[config.mk]
export PLATFORM = sky130hd
export DESIGN_NAME = tcce_ctrl
export DESIGN_NICKNAME = d
export VERILOG_FILES = /design/src/design/tcce_pkg.sv /design/src/design/tcce_ctrl.sv
export SDC_FILE = /design/constraint.sdc
export NUM_CORES = 1
export LEC_CHECK = 0
export CORE_UTILIZATION = 45
export DETAILED_ROUTE_END_ITERATION = 16
export DONT_BUFFER_PORTS = 1
export PLACE_DENSITY = 0.58
export SLEW_MARGIN = 0
export SYNTH_ARGS = -nofsm -noshare
export SYNTH_HDL_FRONTEND = slang
export SYNTH_SLANG_ARGS = --single-unit
[constraint.sdc]
create_clock -name clock -period 3.7 [get_ports clock]
set_clock_uncertainty 0.2 [all_clocks]
set_input_delay 0.185 -clock clock [delete_from_list [all_inputs] [get_ports clock]]
set_output_delay 0.185 -clock clock [all_outputs]
set_load 0.01 [all_outputs]
[src/design/tcce_pkg.sv]
`timescale 1ns / 1ps
// Shared types, constants and codes of the text console character engine.
// No dependencies.
package tcce_pkg;

   localparam int MAX_COLUMNS_DEF = 80;
   localparam int MAX_LINES_DEF   = 25;
   localparam int TAB_STOP_DEF    = 8;

   localparam int COL_W  = 7;
   localparam int LINE_W = 5;
   localparam int HW_W   = 12;
   localparam int CELL_W = 16;
   localparam int CLR_W  = 4;
   localparam int CSR_AW = 4;
   localparam int CSR_DW = 32;

   localparam logic [COL_W-1:0]  COLUMN_COUNT_RST = 7'd80;
   localparam logic [LINE_W-1:0] LINE_COUNT_RST   = 5'd25;
   localparam logic [CLR_W-1:0]  FOREGROUND_RST   = 4'd15;
   localparam logic [CLR_W-1:0]  BACKGROUND_RST   = 4'd0;

   localparam logic [1:0] REG_COLUMN_COUNT = 2'd0;
   localparam logic [1:0] REG_LINE_COUNT   = 2'd1;
   localparam logic [1:0] REG_FOREGROUND   = 2'd2;
   localparam logic [1:0] REG_BACKGROUND   = 2'd3;

   localparam logic [1:0] OP_CHAR   = 2'd0;
   localparam logic [1:0] OP_READ   = 2'd1;
   localparam logic [1:0] OP_SET    = 2'd2;
   localparam logic [1:0] OP_SCROLL = 2'd3;

   localparam logic [7:0] CH_PRINT_LO = 8'd32;
   localparam logic [7:0] CH_PRINT_HI = 8'd126;
   localparam logic [7:0] CH_BS       = 8'd8;
   localparam logic [7:0] CH_TAB      = 8'd9;
   localparam logic [7:0] CH_LF       = 8'd10;
   localparam logic [7:0] CH_FF       = 8'd12;
   localparam logic [7:0] CH_CR       = 8'd13;
   localparam logic [7:0] CH_SPACE    = 8'h20;

   typedef struct packed {
      logic [COL_W-1:0]  column_count;
      logic [LINE_W-1:0] line_count;
      logic [CLR_W-1:0]  foreground;
      logic [CLR_W-1:0]  background;
   } cfg_type;

   typedef enum logic [4:0] {
      CMD_NONE,
      CMD_LOAD,
      CMD_WRAP,
      CMD_CUR_SELF,
      CMD_BS,
      CMD_TAB,
      CMD_LF,
      CMD_CR,
      CMD_TARGET,
      CMD_SET_STATUS,
      CMD_SCROLL_ONE,
      CMD_SCROLL_REQ,
      CMD_SCROLL_TOTAL,
      CMD_COPY_READ,
      CMD_COPY_WRITE,
      CMD_BLANK_WRITE,
      CMD_SCROLL_END,
      CMD_ADDR_CURSOR,
      CMD_ADDR_TARGET,
      CMD_WRITE_CHAR,
      CMD_READ_ISSUE,
      CMD_CAPTURE,
      CMD_CLEAR_START,
      CMD_CLEAR_WRITE,
      CMD_EMIT
   } dp_cmd_type;

   typedef struct packed {
      logic [1:0] op;
      logic [7:0] ch;
      logic       tgt_bad;
      logic       lf_scroll;
      logic       print_scroll;
      logic       copy_done;
      logic       blank_done;
      logic       clear_last;
      logic       out_free;
   } dp_stat_type;

   typedef enum logic [3:0] {
      S_INIT,
      S_IDLE,
      S_DECODE,
      S_PRINT,
      S_SCROLL2,
      S_COPY_RD,
      S_COPY_WR,
      S_BLANK,
      S_ADDR,
      S_WRITE,
      S_READ,
      S_READ_CAP,
      S_FF_CLEAR,
      S_RESULT
   } state_type;

endpackage

[src/design/tcce_ctrl.sv]
`timescale 1ns / 1ps
// Controller state machine: sequences datapath commands per request beat.
// Depends on tcce_pkg.
module tcce_ctrl (
   input  logic                  clock,
   input  logic                  reset,
   input  logic                  req_valid,
   output logic                  req_ready,
   input  tcce_pkg::dp_stat_type stat,
   output tcce_pkg::dp_cmd_type  cmd
);

   tcce_pkg::state_type state_ff, state_in;
   logic ret_ff, ret_in;   // 1: scroll returns into the character write

   always_comb begin
      state_in = state_ff;
      ret_in   = ret_ff;
      case (state_ff)
         tcce_pkg::S_INIT: if (stat.clear_last) state_in = tcce_pkg::S_IDLE;
         tcce_pkg::S_IDLE: if (req_valid) state_in = tcce_pkg::S_DECODE;
         tcce_pkg::S_DECODE: begin
            state_in = tcce_pkg::S_RESULT;
            ret_in   = 1'b0;
            case (stat.op)
               tcce_pkg::OP_CHAR: begin
                  if (stat.ch inside {[tcce_pkg::CH_PRINT_LO:tcce_pkg::CH_PRINT_HI]})
                     state_in = tcce_pkg::S_PRINT;
                  else if (stat.ch == tcce_pkg::CH_LF && stat.lf_scroll)
                     state_in = tcce_pkg::S_SCROLL2;
                  else if (stat.ch == tcce_pkg::CH_FF)
                     state_in = tcce_pkg::S_FF_CLEAR;
               end
               tcce_pkg::OP_READ: if (!stat.tgt_bad) state_in = tcce_pkg::S_READ;
               tcce_pkg::OP_SCROLL: state_in = tcce_pkg::S_SCROLL2;
               default: state_in = tcce_pkg::S_RESULT;
            endcase
         end
         tcce_pkg::S_PRINT: begin
            if (stat.print_scroll) begin
               state_in = tcce_pkg::S_SCROLL2;
               ret_in   = 1'b1;
            end else begin
               state_in = tcce_pkg::S_ADDR;
            end
         end
         tcce_pkg::S_SCROLL2: state_in = tcce_pkg::S_COPY_RD;
         tcce_pkg::S_COPY_RD:
            state_in = stat.copy_done ? tcce_pkg::S_BLANK : tcce_pkg::S_COPY_WR;
         tcce_pkg::S_COPY_WR: state_in = tcce_pkg::S_COPY_RD;
         tcce_pkg::S_BLANK:
            if (stat.blank_done) state_in = ret_ff ? tcce_pkg::S_ADDR : tcce_pkg::S_RESULT;
         tcce_pkg::S_ADDR:     state_in = tcce_pkg::S_WRITE;
         tcce_pkg::S_WRITE:    state_in = tcce_pkg::S_RESULT;
         tcce_pkg::S_READ:     state_in = tcce_pkg::S_READ_CAP;
         tcce_pkg::S_READ_CAP: state_in = tcce_pkg::S_RESULT;
         tcce_pkg::S_FF_CLEAR: if (stat.clear_last) state_in = tcce_pkg::S_RESULT;
         tcce_pkg::S_RESULT:   if (stat.out_free) state_in = tcce_pkg::S_IDLE;
         default: state_in = tcce_pkg::S_IDLE;
      endcase
   end

   always_comb begin
      cmd       = tcce_pkg::CMD_NONE;
      req_ready = 1'b0;
      case (state_ff)
         tcce_pkg::S_INIT: cmd = tcce_pkg::CMD_CLEAR_WRITE;
         tcce_pkg::S_IDLE: begin
            req_ready = 1'b1;
            if (req_valid) cmd = tcce_pkg::CMD_LOAD;
         end
         tcce_pkg::S_DECODE: begin
            case (stat.op)
               tcce_pkg::OP_CHAR: begin
                  if (stat.ch inside {[tcce_pkg::CH_PRINT_LO:tcce_pkg::CH_PRINT_HI]})
                     cmd = tcce_pkg::CMD_WRAP;
                  else begin
                     case (stat.ch)
                        tcce_pkg::CH_BS:  cmd = tcce_pkg::CMD_BS;
                        tcce_pkg::CH_TAB: cmd = tcce_pkg::CMD_TAB;
                        tcce_pkg::CH_LF:
                           cmd = stat.lf_scroll ? tcce_pkg::CMD_SCROLL_ONE : tcce_pkg::CMD_LF;
                        tcce_pkg::CH_FF:  cmd = tcce_pkg::CMD_CLEAR_START;
                        tcce_pkg::CH_CR:  cmd = tcce_pkg::CMD_CR;
                        default:          cmd = tcce_pkg::CMD_NONE;
                     endcase
                  end
               end
               tcce_pkg::OP_READ:
                  cmd = stat.tgt_bad ? tcce_pkg::CMD_SET_STATUS : tcce_pkg::CMD_ADDR_TARGET;
               tcce_pkg::OP_SET:
                  cmd = stat.tgt_bad ? tcce_pkg::CMD_SET_STATUS : tcce_pkg::CMD_TARGET;
               default: cmd = tcce_pkg::CMD_SCROLL_REQ;
            endcase
         end
         tcce_pkg::S_PRINT:
            cmd = stat.print_scroll ? tcce_pkg::CMD_SCROLL_ONE : tcce_pkg::CMD_CUR_SELF;
         tcce_pkg::S_SCROLL2: cmd = tcce_pkg::CMD_SCROLL_TOTAL;
         tcce_pkg::S_COPY_RD: if (!stat.copy_done) cmd = tcce_pkg::CMD_COPY_READ;
         tcce_pkg::S_COPY_WR: cmd = tcce_pkg::CMD_COPY_WRITE;
         tcce_pkg::S_BLANK:
            cmd = stat.blank_done ? tcce_pkg::CMD_SCROLL_END : tcce_pkg::CMD_BLANK_WRITE;
         tcce_pkg::S_ADDR:     cmd = tcce_pkg::CMD_ADDR_CURSOR;
         tcce_pkg::S_WRITE:    cmd = tcce_pkg::CMD_WRITE_CHAR;
         tcce_pkg::S_READ:     cmd = tcce_pkg::CMD_READ_ISSUE;
         tcce_pkg::S_READ_CAP: cmd = tcce_pkg::CMD_CAPTURE;
         tcce_pkg::S_FF_CLEAR: cmd = tcce_pkg::CMD_CLEAR_WRITE;
         tcce_pkg::S_RESULT:   if (stat.out_free) cmd = tcce_pkg::CMD_EMIT;
         default: cmd = tcce_pkg::CMD_NONE;
      endcase
   end

   always_ff @(posedge clock) begin
      if (reset) begin
         state_ff <= tcce_pkg::S_INIT;
         ret_ff   <= 1'b0;
      end else begin
         state_ff <= state_in;
         ret_ff   <= ret_in;
      end
   end

endmodule

==> results.yml <==
grt:
  grtUsageTotal: 0.233
  overflow: 0
  grt_pass1_vias: 852
  grt_pass1_wl_um: 3640
  grt_max_degree: 27
  antenna_found_initial: 0
final_layout:
  final_core_util: 0.507
  fillers: 185
  area_growth_pct: 2.27
  antenna_cells: 0
  register_area_um2: 100
  nets: 150
  instances_no_fill: 154
  drive_gt1_frac: 0.0698
  multiInputGateArea_um2: 711
timing:
  rsz0062_at_grt: "false"
  tightest_slew_ns: 0.795
  hold_viol_final: 0
  fmax_mhz: 377
  finalCriticalPeriod_ns: 2.65
  setup_ws_ns: 1.05
  slew_violations: 0
  setup_tns_ns: 0
  finalSetupViolCount: 0
  fin_crit_sh: 0.716
  slew-limit-headroom: 0.469
logic_synthesis:
  netlist_area_um2: 883
  synth-simple-area-share: 0.394
  postSynth.asyncResetShare: 0
  syn-num-nets: 152
  syn_inst: 132
  ys_warn_count: 0
  synth_area_leaders: "dfxtp_1, nor2_1, o21ai_0"
  synth_cell_types: 48
  yosysMostFrequentCell: "nor2_1"
  yosysTopAreaCell: "dfxtp_1"
  yosysSeqAreaShare: 0.113
  synth_compound_gate_area_share: 0.367
  yosys.area_share.xor_xnor: 0.0198
  yosys-top-cells-count: "nor2_1, nand2_1, o21ai_0"
  ys_ff_latch: 5
  synth_mux_area_frac: 0.0127
  ys.flop_type: "dfxtp_1"
  synth.top_cell.area_share: 0.113
  synth_edf_count: 0
  synth-adder-area-share: 0.0113
  syn_area_per_cell_um2: 6.69
  synth_top_family_by_area: "simple AND/OR/NAND/NOR gates"
clocking:
  tritoncts: "done"
  clock-root-buffer: "clkbuf_4"
  cts_setup_buffers: 0
  post_cts_resized: 0
  cts.sink_count: 5
  cts_buffers: 3
  cts_max_path_buffers: 2
  htree_levels: 1
  path_clk_slew_ns: 0.05
  cts-hold-fix-buffers: 2
  insertion_delay_ns: 0.25
worst_setup_path:
  crit_slowest_cell: "dfxtp_1"
  crit_path_start_kind: "flop"
  worstPathRequired_ns: 3.31
  r2r_setup_slack_ns: 1.30
  cp_num_buf_inv: 0
  endpoint: "cmd[0]"
  reg2reg_to: "state_ff[3]"
  critPathKind: "reg2out"
  slowest_delay_ns: 0.77
  cp_top_family: "simple AND/OR/NAND/NOR gates"
  rr_worst_depth: 5
  path_cells: "nand2b_1 > nor3_2 > nand4b_1 > o21ai_0 > a211o_1"
  cp_max_fo: 22
  crit_cells: 5
  worstReg2RegStart: "state_ff[1]"
  worstSetupEndpointType: "output port"
  crit_path_start: "state_ff[1]"
  worst-endpoint-arrival_ns: 2.27
routing:
  drt_iter0_drc: 35
  vias: 993
  drt-pass1-iter-count: 4
  routed_wl_um: 2330
  postRouteAntennaNets: 0
  wl_per_cell_um: 15.1
  drcViolationCount: 0
  viasPerCell: 6.45
place:
  dp_cells: 148
  dp_hpwl_um: 1690
  io_buffers: 0
  gp_congestion: 0.836
  post-place-ws_ns: 1.35
floorplan:
  fp.dieH_um: 46.3
  die_w_um: 46.3
  dieArea_um2: 2140
  rows: 15
  core-area_um2: 1780
  start_util: 0.495
  ioPinCount: 26
job:
  maxCapViolations: 0
min_path:
  hold_class: "in2reg"
  min-delay-start: "stat[16]"
  min_path_cells: 3
power:
  total_leakage_power_nw: 0.292
  ir_worst_vdd_mv: 0.111
  power_density_nw_per_um2: 228
outcome:
  status: "completed"
[layer usage]
| metal | track usage | vias to the layer above | wire length, µm |
|---|---|---|---|
| met1 | 0.311 | 442 | 1050 |
| met4 | 0.0471 | 0 | 17 |
| met2 | 0.375 | 47 | 1090 |
| li1 | - | 500 | - |
| met3 | 0.0549 | 4 | 172 |
| met5 | 0 | - | 0 |
[logic make-up (layout without fill, tap and decap cells)]
group / Yosys count / count (layout)
AND/OR/NAND/NOR: 64 / 64
AO/OA/AOI/OAI: 46 / 46
buffers and inverters: 13 / 10
flip-flops: 5 / 5
XOR/XNOR: 2 / 2
adder cells (fa/ha/maj): 1 / 1
multiplexers: 1 / 1
[registers in the layout, summed over array words and instances (netlist names)]
signal,count
ret_ff,1
state_ff,4
[final cells by class]
type | instances | area share
clock buffer | 4 | 0.0291
tap | 25 | 0.0346
inverter | 4 | 0.0166
multi-input combinational | 114 | 0.787
timing repair buffer | 2 | 0.0222
sequential | 5 | 0.111
[cells in the final DEF (no fill, tap or decap), types with 3 or more instances in the layout]
cell type and n:
nor2_1 16, nand2_1 11, o21ai_0 11, a21oi_1 7
nor3_1 6, nor2b_1 5, nand4_1 5, dfxtp_1 5
nand2b_1 4, nand3_1 4, inv_1 4, a31oi_1 4
nor3b_1 3, clkbuf_4 3
[power breakdown]
group	total, mW	switching [mW]	leakage (nW)	internal, mW
Sequential	0.0700	0.0136	0.0406	0.0565
Clock	0.0686	0.0275	0.0150	0.0411
Combinational	0.0673	0.0369	0.236	0.0304
Total	0.206	0.0779	0.292	0.128
[stage by stage]
stage	power [mW]	hold slack (ns)	cell area (µm²)
detailed placement	0.134	0.0577	857
CTS	0.205	0.00852	903
global placement	0.134	0.0584	857
finish	0.206	0.00545	903
global route	0.220	0.0202	903
floorplan	0.128	0.0541	883
[worst min path at each step]
stage                              to  slack, ns
final                     state_ff[2]      0.005
after global routing      state_ff[2]       0.02
after CTS                 state_ff[2]      0.009
after detailed placement  state_ff[2]       0.06
after global placement    state_ff[2]       0.06
after floorplan           state_ff[2]       0.05
[worst reg2reg max path, stage by stage, from the launching register on]
cell and delay [ns]:
dfxtp_1 0.77, nand2b_1 0.26, nor3_2 0.50, nand4_1 0.22
a311oi_1 0.29, a21o_1 0.11
Power figures use the tool's default switching activity.
